### src/rtl/pck_pkg.sv
package pck_pkg;

    // defaults for number format
    localparam int NUM_WIDTH_DEF = 64;
    localparam int FRAC_BITS_DEF = 32;

    // key codes
    localparam logic [2:0] KEY_NUM   = 3'd0;
    localparam logic [2:0] KEY_PLUS  = 3'd1;
    localparam logic [2:0] KEY_MINUS = 3'd2;
    localparam logic [2:0] KEY_MUL   = 3'd3;
    localparam logic [2:0] KEY_DIV   = 3'd4;
    localparam logic [2:0] KEY_EQ    = 3'd5;
    localparam logic [2:0] KEY_CLR   = 3'd6;
    localparam logic [2:0] KEY_NONE  = 3'd0;

    // last entry kind
    localparam logic [1:0] KIND_NONE = 2'd0;
    localparam logic [1:0] KIND_NUM  = 2'd1;
    localparam logic [1:0] KIND_OP   = 2'd2;

    typedef struct packed {
        logic [2:0]         func;
        logic signed [63:0] operand;
    } in_word_t;

    typedef struct packed {
        logic               accepted;
        logic               div_zero_error;
        logic               saturated;
        logic signed [63:0] current_result;
    } out_word_t;

endpackage

### src/rtl/precedence_calculator_keys.sv
// channel | signals                      | word
// in      | in_valid, in_ready, in_data  | key: func, operand
// out     | out_valid, out_ready, out_data | accepted, flags, current_result
//
// one key at a time; an operator key that follows a multiply or divide
// runs the bit-serial shift-add / restoring unit that handles one bit per
// cycle, over NUM_WIDTH bits to multiply and NUM_WIDTH+FRAC_BITS bits to
// divide (Q32.32 by default).
// reset clears all calculator state and the output register.
// a new key is taken only once the previous result word has been taken.
module precedence_calculator_keys #(
    parameter int NUM_WIDTH = pck_pkg::NUM_WIDTH_DEF,
    parameter int FRAC_BITS = pck_pkg::FRAC_BITS_DEF
) (
    input  logic              clk,
    input  logic              rst_n,
    input  logic              in_valid,
    output logic              in_ready,
    input  pck_pkg::in_word_t in_data,
    output logic              out_valid,
    input  logic              out_ready,
    output pck_pkg::out_word_t out_data
);
    import pck_pkg::*;

    localparam int W  = NUM_WIDTH;
    localparam int F  = FRAC_BITS;
    localparam int SW = W + F;
    localparam int CW = $clog2(SW + 1);
    localparam logic [W-1:0] MAXU = {1'b0, {(W-1){1'b1}}};
    localparam logic [W-1:0] MINU = {1'b1, {(W-1){1'b0}}};
    localparam logic [CW-1:0] MUL_LAST = CW'(W - 1);
    localparam logic [CW-1:0] DIV_LAST = CW'(SW - 1);

    typedef enum logic [2:0] {
        ST_IDLE,
        ST_CALC,
        ST_FIN,
        ST_RESP
    } state_t;

    state_t               state_reg;
    logic [1:0]           kind_reg;
    logic signed [W-1:0]  num_reg;
    logic [2:0]           op_reg;
    logic signed [W-1:0]  sum_reg;
    logic                 sum_valid_reg;
    logic signed [W-1:0]  term_reg;
    logic                 acc_flag_reg;
    logic                 dz_flag_reg;
    logic                 sat_flag_reg;
    logic [2:0]           func_reg;
    logic                 div_mode_reg;
    logic                 neg_reg;
    logic [W:0]           acc_reg;
    logic [SW-1:0]        sh_reg;
    logic [W-1:0]         q_reg;
    logic                 ovf_reg;
    logic [W-1:0]         dvs_reg;
    logic [CW-1:0]        cnt_reg;
    logic                 out_valid_reg;
    out_word_t            out_reg;

    function automatic logic [W-1:0] mag(input logic signed [W-1:0] a);
        mag = a[W-1] ? (W)'(-a) : a;
    endfunction

    function automatic logic signed [W-1:0] sat_neg(input logic signed [W-1:0] a);
        sat_neg = (a == MINU) ? MAXU : -a;
    endfunction

    function automatic logic signed [W-1:0] sat_add(input logic signed [W-1:0] a,
                                                    input logic signed [W-1:0] b);
        logic [W:0] s;
        s = {a[W-1], a} + {b[W-1], b};
        if (s[W] != s[W-1])
            sat_add = s[W] ? MINU : MAXU;
        else
            sat_add = s[W-1:0];
    endfunction

    // operand narrowed to the number width
    logic signed [W-1:0] in_num;
    assign in_num = in_data.operand[W-1:0];

    // bit-serial step
    logic [W:0]   mul_sum;
    logic [W:0]   div_rem;
    logic         div_ge;
    logic [W:0]   div_sub;
    assign mul_sum = acc_reg + (sh_reg[0] ? {1'b0, dvs_reg} : {(W+1){1'b0}});
    assign div_rem = {acc_reg[W-1:0], sh_reg[SW-1]};
    assign div_ge  = div_rem >= {1'b0, dvs_reg};
    assign div_sub = div_rem - {1'b0, dvs_reg};

    // rounding and clamping of the unit result
    logic [2*W-1:0]    prod;
    logic [2*W+F-1:0]  prod_ext;
    logic [W-1:0]      fin_lo;
    logic              fin_hi;
    logic [W-1:0]      fin_lim;
    logic              fin_sat;
    logic signed [W-1:0] fin_val;
    assign prod     = {acc_reg[W-1:0], q_reg};
    assign prod_ext = (2*W+F)'(prod);
    assign fin_lo   = div_mode_reg ? q_reg : prod_ext[SW-1:F];
    assign fin_hi   = div_mode_reg ? ovf_reg : (|(prod_ext >> SW));
    assign fin_lim  = neg_reg ? MINU : MAXU;
    assign fin_sat  = fin_hi || (fin_lo > fin_lim);
    assign fin_val  = fin_sat ? (neg_reg ? MINU : MAXU)
                              : (neg_reg ? (W)'(-fin_lo) : fin_lo);

    logic fin_expr;
    assign fin_expr = (func_reg == KEY_PLUS) || (func_reg == KEY_MINUS)
                      || (func_reg == KEY_EQ);

    assign in_ready  = (state_reg == ST_IDLE) && !out_valid_reg;
    assign out_valid = out_valid_reg;
    assign out_data  = out_reg;

    // control, calculator state and output register
    always_ff @(posedge clk or negedge rst_n)
    begin
        if (!rst_n)
        begin
            state_reg     <= ST_IDLE;
            kind_reg      <= KIND_NONE;
            num_reg       <= '0;
            op_reg        <= KEY_NONE;
            sum_reg       <= '0;
            sum_valid_reg <= 1'b0;
            term_reg      <= '0;
            acc_flag_reg  <= 1'b0;
            dz_flag_reg   <= 1'b0;
            sat_flag_reg  <= 1'b0;
            func_reg      <= KEY_NONE;
            div_mode_reg  <= 1'b0;
            neg_reg       <= 1'b0;
            acc_reg       <= '0;
            sh_reg        <= '0;
            q_reg         <= '0;
            ovf_reg       <= 1'b0;
            dvs_reg       <= '0;
            cnt_reg       <= '0;
            out_valid_reg <= 1'b0;
            out_reg       <= '0;
        end
        else
        begin
            if (out_valid_reg && out_ready)
                out_valid_reg <= 1'b0;

            unique case (state_reg)
                ST_IDLE:
                begin
                    if (in_valid && in_ready)
                    begin
                        acc_flag_reg <= 1'b0;
                        dz_flag_reg  <= 1'b0;
                        sat_flag_reg <= 1'b0;
                        func_reg     <= in_data.func;
                        state_reg    <= ST_RESP;
                        if (in_data.func == KEY_CLR)
                        begin
                            kind_reg      <= KIND_NONE;
                            num_reg       <= '0;
                            op_reg        <= KEY_NONE;
                            sum_reg       <= '0;
                            sum_valid_reg <= 1'b0;
                            term_reg      <= '0;
                            acc_flag_reg  <= 1'b1;
                        end
                        else if (in_data.func == KEY_NUM)
                        begin
                            if (kind_reg != KIND_NUM)
                            begin
                                kind_reg     <= KIND_NUM;
                                num_reg      <= in_num;
                                acc_flag_reg <= 1'b1;
                            end
                        end
                        else if (in_data.func <= KEY_EQ && kind_reg == KIND_NUM)
                        begin
                            logic expr;
                            logic commit;
                            expr = (in_data.func == KEY_PLUS) || (in_data.func == KEY_MINUS)
                                   || (in_data.func == KEY_EQ);
                            commit = 1'b1;
                            unique case (op_reg)
                                KEY_PLUS, KEY_MINUS:
                                begin
                                    if (expr)
                                    begin
                                        sum_reg <= sat_add(sum_valid_reg ? sum_reg : '0,
                                            (op_reg == KEY_MINUS) ? sat_neg(num_reg) : num_reg);
                                        sum_valid_reg <= 1'b1;
                                        term_reg      <= '0;
                                    end
                                    else
                                        term_reg <= (op_reg == KEY_MINUS) ? sat_neg(num_reg)
                                                                          : num_reg;
                                end
                                KEY_MUL, KEY_DIV:
                                begin
                                    if (op_reg == KEY_DIV && num_reg == '0)
                                    begin
                                        if (expr)
                                        begin
                                            dz_flag_reg <= 1'b1;
                                            commit = 1'b0;
                                        end
                                        else
                                        begin
                                            sat_flag_reg <= 1'b1;
                                            term_reg <= (term_reg == '0) ? '0 :
                                                (term_reg[W-1] ? MINU : MAXU);
                                        end
                                    end
                                    else
                                    begin
                                        // start the serial unit
                                        commit       = 1'b0;
                                        div_mode_reg <= (op_reg == KEY_DIV);
                                        neg_reg      <= term_reg[W-1] != num_reg[W-1];
                                        dvs_reg      <= mag(num_reg);
                                        acc_reg      <= '0;
                                        q_reg        <= '0;
                                        ovf_reg      <= 1'b0;
                                        cnt_reg      <= '0;
                                        sh_reg       <= (op_reg == KEY_DIV)
                                            ? (SW'(mag(term_reg)) << F) : SW'(mag(term_reg));
                                        state_reg    <= ST_CALC;
                                    end
                                end
                                default:
                                begin
                                    if (in_data.func == KEY_MUL || in_data.func == KEY_DIV)
                                    begin
                                        sum_reg       <= '0;
                                        sum_valid_reg <= 1'b0;
                                        term_reg      <= num_reg;
                                    end
                                    else if (in_data.func == KEY_EQ)
                                        term_reg <= num_reg;
                                    else
                                    begin
                                        sum_reg       <= num_reg;
                                        sum_valid_reg <= 1'b1;
                                        term_reg      <= '0;
                                    end
                                end
                            endcase
                            if (commit)
                            begin
                                op_reg       <= in_data.func;
                                kind_reg     <= KIND_OP;
                                acc_flag_reg <= 1'b1;
                            end
                        end
                    end
                end
                ST_CALC:
                begin
                    if (div_mode_reg)
                    begin
                        acc_reg <= div_ge ? div_sub : div_rem;
                        ovf_reg <= ovf_reg | q_reg[W-1];
                        q_reg   <= {q_reg[W-2:0], div_ge};
                        sh_reg  <= sh_reg << 1;
                    end
                    else
                    begin
                        acc_reg <= {1'b0, mul_sum[W:1]};
                        q_reg   <= {mul_sum[0], q_reg[W-1:1]};
                        sh_reg  <= sh_reg >> 1;
                    end
                    cnt_reg <= cnt_reg + 1'b1;
                    if (cnt_reg == (div_mode_reg ? DIV_LAST : MUL_LAST))
                        state_reg <= ST_FIN;
                end
                ST_FIN:
                begin
                    sat_flag_reg <= fin_sat;
                    if (fin_expr)
                    begin
                        sum_reg       <= sat_add(sum_valid_reg ? sum_reg : '0, fin_val);
                        sum_valid_reg <= 1'b1;
                        term_reg      <= '0;
                    end
                    else
                        term_reg <= fin_val;
                    op_reg       <= func_reg;
                    kind_reg     <= KIND_OP;
                    acc_flag_reg <= 1'b1;
                    state_reg    <= ST_RESP;
                end
                ST_RESP:
                begin
                    out_reg.accepted       <= acc_flag_reg;
                    out_reg.div_zero_error <= dz_flag_reg;
                    out_reg.saturated      <= sat_flag_reg;
                    out_reg.current_result <= 64'(sum_valid_reg ? sum_reg : term_reg);
                    out_valid_reg          <= 1'b1;
                    state_reg              <= ST_IDLE;
                end
                default:
                    state_reg <= ST_IDLE;
            endcase
        end
    end

`ifndef SYNTH
    // a refused division never reports as taken
    a_dz_not_acc: assert property (@(posedge clk) disable iff (!rst_n)
        out_valid |-> !(out_data.div_zero_error && out_data.accepted))
        else $error("div zero word marked accepted");

    // clamping only happens on a taken key
    a_sat_acc: assert property (@(posedge clk) disable iff (!rst_n)
        out_valid && out_data.saturated |-> out_data.accepted)
        else $error("saturated word not accepted");

    // serial unit never runs past its bit count
    a_cnt_bound: assert property (@(posedge clk) disable iff (!rst_n)
        state_reg == ST_CALC |-> cnt_reg <= DIV_LAST)
        else $error("serial counter overran");

    // finishing the unit always leads to a result word
    a_fin_resp: assert property (@(posedge clk) disable iff (!rst_n)
        state_reg == ST_FIN |=> state_reg == ST_RESP)
        else $error("finish did not respond");
`endif

endmodule

### config.mk
export PLATFORM = sky130hd
export DESIGN_NAME = precedence_calculator_keys
export DESIGN_NICKNAME = d
export VERILOG_FILES = /design/src/rtl/pck_pkg.sv /design/src/rtl/precedence_calculator_keys.sv
export SDC_FILE = /design/constraint.sdc
export NUM_CORES = 2
export LEC_CHECK = 0
export BUFFER_PORTS_ARGS = -buffer_cell sky130_fd_sc_hd__clkbuf_2
export CORE_UTILIZATION = 40
export CTS_BUF_LIST = sky130_fd_sc_hd__clkbuf_4 sky130_fd_sc_hd__clkbuf_8
export DETAILED_ROUTE_END_ITERATION = 6
export GPL_TIMING_DRIVEN = 0
export SLEW_MARGIN = 30
export SYNTH_ARGS = -nofsm -noshare
export SYNTH_HDL_FRONTEND = slang
export SYNTH_SLANG_ARGS = --single-unit
### constraint.sdc
create_clock -name clk -period 11.82 [get_ports clk]
set_clock_uncertainty 0.05 [all_clocks]
set_input_delay 0.591 -clock clk [delete_from_list [all_inputs] [get_ports clk]]
set_output_delay 0.591 -clock clk [all_outputs]
set_load 0.03 [all_outputs]
## Word level (Yosys, flattened, before mapping)

Index checks and enable logic that the tools add are counted.

| storage, ports and cells | value |
|---|---|
| bits in writable memories | 0 |
| memories | 0 |
| output and inout bits | 69 |
| ROM bits | 0 |
| latch bits | 0 |
| flip-flop bits (word level) | 574 |

| cells by class | value |
|---|---|
| magnitude comparators | 3 |
| equal/unequal tests | 43 |
| shift operators | 0 |
| bitwise gates (word level) | 4 |
| add/subtract/negate cells | 9 |
| div/mod/pow operators | 0 |
| multiplexer cells | 145 |
| multiply operators | 0 |
| reduce and logical (&&, ||, !) cells | 35 |

Operators with widths:

| cell | number |
|---|---|
| 64-bit 2-to-1 mux | 45 |
| 96-bit 2-to-1 mux | 8 |
| 64-bit one-hot mux with 2 select lines | 5 |
| 65-bit 2-to-1 mux | 8 |
| 64-bit negator | 4 |
| 96-bit one-hot mux with 2 select lines | 1 |
| 64-bit by 64-bit adder with 65-bit output | 2 |
| 65-bit one-hot mux with 2 select lines | 1 |
| 64-bit logical NOT | 2 |
| 65-bit by 64-bit adder with 65-bit output | 1 |
| 65-bit by 64-bit >= comparator with 1-bit output | 1 |
| 65-bit by 64-bit subtractor with 65-bit output | 1 |
| 64-bit equality test, second input constant | 1 |
| 64-bit > comparator | 1 |
| 7-bit 2-to-1 mux | 7 |
| 1-bit 2-to-1 mux | 43 |
| 32-bit OR reduction | 1 |
| 2-bit 2-to-1 mux | 11 |
| 3-bit by 2-bit equality test with 1-bit output, second input constant | 7 |
| 3-bit 2-to-1 mux | 7 |
| 8-bit AND reduction | 2 |
| 3-bit equality test, second input constant | 5 |
| 7-bit one-hot mux with 2 select lines | 1 |
| 7-bit AND reduction | 2 |
| other kinds (30) | 72 |

## Longest topological paths before layout

| logic depth | value |
|---|---|
| depth in word-level cells | 17 |
| mapped depth | 39 |
| mapped depth without buffers | 27 |

## Worst setup path before layout

OpenSTA, ideal clock, no wires.

| path | value |
|---|---|
| kind | reg-to-reg |
| start | reg neg_reg |
| end | reg sum_reg[61] |
| path buffers | 7 |
| data arrival time | 8.082 ns |
| cell stages (with the launch flop) | 31 |
| data required time | 11.654 ns |
| setup slack | 3.572 ns |
| setup time | 0.116 ns |
| path through | dfrtp_1 > clkbuf_1 > inv_1 > clkbuf_1 > clkbuf_1 > ha_1 > and4_1 > nand3_1 > nor4_1 > nand2_1 > or3_1 > o31ai_1 > o21a_1 > clkbuf_1 > clkbuf_1 > a21oi_1 > a31oi_1 > ha_1 > a211oi_1 > o21ai_0 > a21oi_1 > a2111o_1 > a21oi_1 > o21ai_1 > a211oi_1 > or2_2 > clkbuf_1 > o311ai_1 > clkbuf_1 > o21ai_0 > o311ai_0 |

| on the way | value |
|---|---|
| word-level cells in the longest chain between the ends | 9 |
| elaborated cells between the ends (all ways) | 11 |

Ends and longest elaborated chain:

| item | RTL line | source |
|---|---|---|
| from (decl) | precedence_calculator_keys.sv:54 | `logic neg_reg;` |
| from (signal assigned) | precedence_calculator_keys.sv:224 | `neg_reg <= term_reg[W-1] != num_reg[W-1];` |
| 64-bit 2-to-1 mux | precedence_calculator_keys.sv:108, precedence_calculator_keys.sv:110 |  |
| 64-bit > comparator | precedence_calculator_keys.sv:109 | `assign fin_sat = fin_hi \|\| (fin_lo > fin_lim);` |
| 1-bit logical OR | precedence_calculator_keys.sv:109 |  |
| 64-bit 2-to-1 mux (*) | precedence_calculator_keys.sv:110 | `assign fin_val = fin_sat ? (neg_reg ? MINU : MAXU)` |
| 64-bit by 64-bit adder with 65-bit output (*) | precedence_calculator_keys.sv:75 | `s = {a[W-1], a} + {b[W-1], b};` |
| 64-bit 2-to-1 mux / 1-bit != test (equally long branches) | precedence_calculator_keys.sv:77, precedence_calculator_keys.sv:76 |  |
| 64-bit 2-to-1 mux (*) | precedence_calculator_keys.sv:76 | `if (s[W] != s[W-1])` |
| 64-bit 2-to-1 mux (*) | precedence_calculator_keys.sv:284 | `if (fin_expr)` |
| 64-bit one-hot mux with 2 select lines (*) | precedence_calculator_keys.sv:153 | `unique case (state_reg)` |
| to (signal assigned) | precedence_calculator_keys.sv:194 | `sum_reg <= sat_add(sum_valid_reg ? sum_reg : '0,` |
| to (signal assigned) | precedence_calculator_keys.sv:247 | `sum_reg <= num_reg;` |
| to (signal assigned) | precedence_calculator_keys.sv:286 | `sum_reg <= sat_add(sum_valid_reg ? sum_reg : '0, fin_val);` |
| to (decl) | precedence_calculator_keys.sv:46 | `logic signed [W-1:0] sum_reg;` |

Every way passes the cells marked *; elsewhere a longest branch is shown, timed or not. The select of a mux whose other input is x is not followed.
A chain may end at the register's enable or synchronous reset.

## Worst setup path in the final report

| path | value |
|---|---|
| start | reg div_mode_reg |
| end | reg sum_reg[8] |

| on the way | value |
|---|---|
| word-level cells in the longest chain between the ends | 9 |
| elaborated cells between the ends (all ways) | 13 |

Ends and longest elaborated chain:

| item | RTL line | source |
|---|---|---|
| from (decl) | precedence_calculator_keys.sv:53 | `logic div_mode_reg;` |
| from (signal assigned) | precedence_calculator_keys.sv:223 | `div_mode_reg <= (op_reg == KEY_DIV);` |
| 64-bit 2-to-1 mux | precedence_calculator_keys.sv:106 | `assign fin_lo = div_mode_reg ? q_reg : prod_ext[SW-1:F];` |
| 64-bit negator / 64-bit > comparator (equally long branches) | precedence_calculator_keys.sv:111, precedence_calculator_keys.sv:109 |  |
| 64-bit 2-to-1 mux / 1-bit logical OR (equally long branches) | precedence_calculator_keys.sv:111, precedence_calculator_keys.sv:109 |  |
| 64-bit 2-to-1 mux (*) | precedence_calculator_keys.sv:110 |  |
| 64-bit by 64-bit adder with 65-bit output (*) | precedence_calculator_keys.sv:75 |  |
| 64-bit 2-to-1 mux / 1-bit != test (equally long branches) | precedence_calculator_keys.sv:77, precedence_calculator_keys.sv:76 |  |
| 64-bit 2-to-1 mux (*) | precedence_calculator_keys.sv:76 |  |
| 64-bit 2-to-1 mux (*) | precedence_calculator_keys.sv:284 |  |
| 64-bit one-hot mux with 2 select lines (*) | precedence_calculator_keys.sv:153 |  |

Marked as above.

==> out/metrics.cfg <==
[outcome]
status=finished, final reports clean

[synth]
ys_seq_elements=573
syn-num-nets=7479
ys_async_sr_fraction_pct=100
netlist_area_sq_um=53500
synth.distinct_cells=94
syn_inst=7074
ys.flop_type=dfrtp_1
synth_area_leaders=dfrtp_1 (27%), a21oi_1 (7.7%), ha_1 (7.7%), o21ai_0 (5.5%), nand2_1 (5.2%)
ys_warn_count=0
synth_edf_count=0
synth_seq_area_share_pct=26.8
synth.avg_cell_area_sq_um=7.56
synth_top_cell_by_area=dfrtp_1
synth.top_cell.area_share_pct=26.8

[worst_setup_path]
cp.required_ns=12.51
worstPathArrival_ns=12.30
crit_type=flop to flop
startpoint_type=flop
end_kind=flop
cp_max_fo=10
worstReg2RegStart=div_mode_reg
crit_slowest_cell=or4b_1
r2r_setup_slack_ns=0.22
rr_worst_depth=36
rr_endpoint=sum_reg[8]
cp_slowest_stage_delay_ns=0.75
cp_common_cell=buf_2

[timing]
hold_viol_final=0
setup_viol_count_final=0
max_freq_mhz=86.2
tns_ns=0
timing.final.crit_share_pct=98.2
final.min_clock_period_ns=11.60
tightestPinTransition_ns=1.25
max-slew-margin-rel_pct=15.8
slew_viol_final=0

[routing]
drt_iter0_drc=7601
drt_wl_total_mm=292
vias=59649
viasPerCell=6.44
ant_nets=0
drc=0
firstDrtPassIters=6
wl_per_cell_microns=31.5

[global_routing]
grt_pass1_vias=55596
overflow=0
track_usage_pct=41.9
antenna_found_initial=15
grt_max_degree=78
grt_pass1_wl_mm=408

[cts]
cts_buffer_depth=3
htreeDepth=3
clk_pin_slew_ns=0.07
cts_tree=yes
clock_sinks=573
cts_made_buffers=109
postCtsSetupRepairBufs=0
clk_latency_ns=0.90
clockRootBuffer=clkbuf_8

[floorplan]
die_w_microns=368
die-area_sq_um=135000
std_cell_rows=133
start_util_pct=40.5
core_sq_um=132000
die_height_microns=368
ioPinCount=140

[power]
ir_drop_v=0.000254
powerDensity_nw_per_um2=320
p_leak_nw=27.4
power.total_w=0.0193

[final_layout]
fillers=13614
area_delta_synth_final_pct=12.6
fin_nets=7813
layout_commonest_cell=a21oi_1
largest_reg_flops=96
layout-drive-gt1-share_pct=8.26
final_cell_mix=a21oi_1 (823), nand2_1 (738), nor2_1 (689)
design_area_sq_um=60200

[job]
cap_violations=0

[min_path]
hp-class=input port to asynchronous set/reset pin

[placed_design]
post_dp_cell_area_sq_um=56800
portBuffers=138
dp_hpwl_mm=234
gp_congestion=1.08

## worst max-delay path, delay by kind of cell, from the launching register on
kind / cells / cell delay [ns]
AND/OR/NAND/NOR: 7 / 2.40
adder cells (fa/ha/maj): 2 / 0.76
flip-flops: 1 / 0.52
AO/OA/AOI/OAI: 14 / 4.09
buffers and inverters: 13 / 3.63
## cell families (layout without fill, tap and decap cells)
group / Yosys count / count (layout) / synth area share [%]
AO/OA/AOI/OAI: 2456 / 2456 / 28.9
XOR/XNOR: 348 / 348 / 5.70
adder cells (fa/ha/maj): 334 / 334 / 7.87
buffers and inverters: 751 / 1174 / 5.45
flip-flops: 573 / 573 / 26.8
multiplexers: 211 / 211 / 4.11
other: 0 / 11 / 0
AND/OR/NAND/NOR: 2401 / 2401 / 21.2
## Yosys cell counts, types with 57 or more instances
master    instances
a221o_1          71
nor2_1          691
nand3_1         131
nand4_1          95
o31ai_1          80
and2_1          178
nor3_1          149
mux2i_1         143
a21o_1          166
nor4_1           75
nand2_1         738
a211oi_1        102
ha_1            330
xnor2_1         178
or3_1            57
inv_1           219
xor2_1          170
dfrtp_1         573
nor2b_1          75
mux2_2           68
a21oi_1         825
a31oi_1         107
o21ai_0         585
clkbuf_1        424
## per-layer routing
metal | GRT usage, % | vias to the layer above | routed length [microns] | share of wire, %
met1 | 53.4 | 28881 | 116000 | 40
met3 | 8.94 | 825 | 27700 | 9.5
li1 | - | 26438 | - | -
met5 | 0 | - | 92 | 0.032
met4 | 29.1 | 8 | 24000 | 8.2
met2 | 62.9 | 3497 | 124000 | 43
## power by group
part           internal, W  switching [W]  leakage (nW)
Combinational      0.00399        0.00968          18.9
Sequential         0.00260       0.000621          7.17
Clock              0.00131        0.00105          1.34
Total              0.00791         0.0113          27.4
## metrics by stage
| step | worst slack (ns) | instances | hold WS [ns] | utilization [%] |
|---|---|---|---|---|
| finish | 0.216 | 9263 | 0.129 | 45.6 |
| global route | -0.00512 | 9257 | 0.0966 | 45.6 |
| CTS | 0.0517 | 9250 | 0.0657 | 45.5 |
| detailed placement | -0.927 | 8984 | 0.430 | 43.1 |
| global placement | -4.19 | 8967 | 0.421 | 42.7 |
| floorplan | 3.57 | 7074 | 0.245 | - |
## what timing repair did
action / 4_1_cts / 5_1_grt
gates cloned: 0 / 0
hold endpoints to repair: 228 / 0
setup endpoints to repair: 63 / 62
resized for setup: 18 / 20
hold buffers: 66 / 0
## worst max-delay path by stage
stage / startpoint / endpoint
6_report: div_mode_reg / sum_reg[8]
5_1_grt: div_mode_reg / sum_reg[8]
4_1_cts: div_mode_reg / sum_reg[8]
3_5_place_dp: div_mode_reg / sum_reg[56]
3_3_place_gp: rst_n / num_reg[57]
2_1_floorplan: neg_reg / sum_reg[61]
## area by class of cell
class                      instances  area, sq um  share of cell area (%)
sequential                       573        14300                    23.8
timing repair buffer             223         1720                    2.86
multi-input combinational       5750        36400                    60.5
tap                             1755         2200                    3.65
inverter                         223          837                    1.39
clock buffer                     170         2140                    3.55
antenna                           11         27.5                  0.0457
clock inverter                    30          400                   0.665
buffer                           528         2140                    3.55
Note: power is estimated with default switching activity, not from simulation.
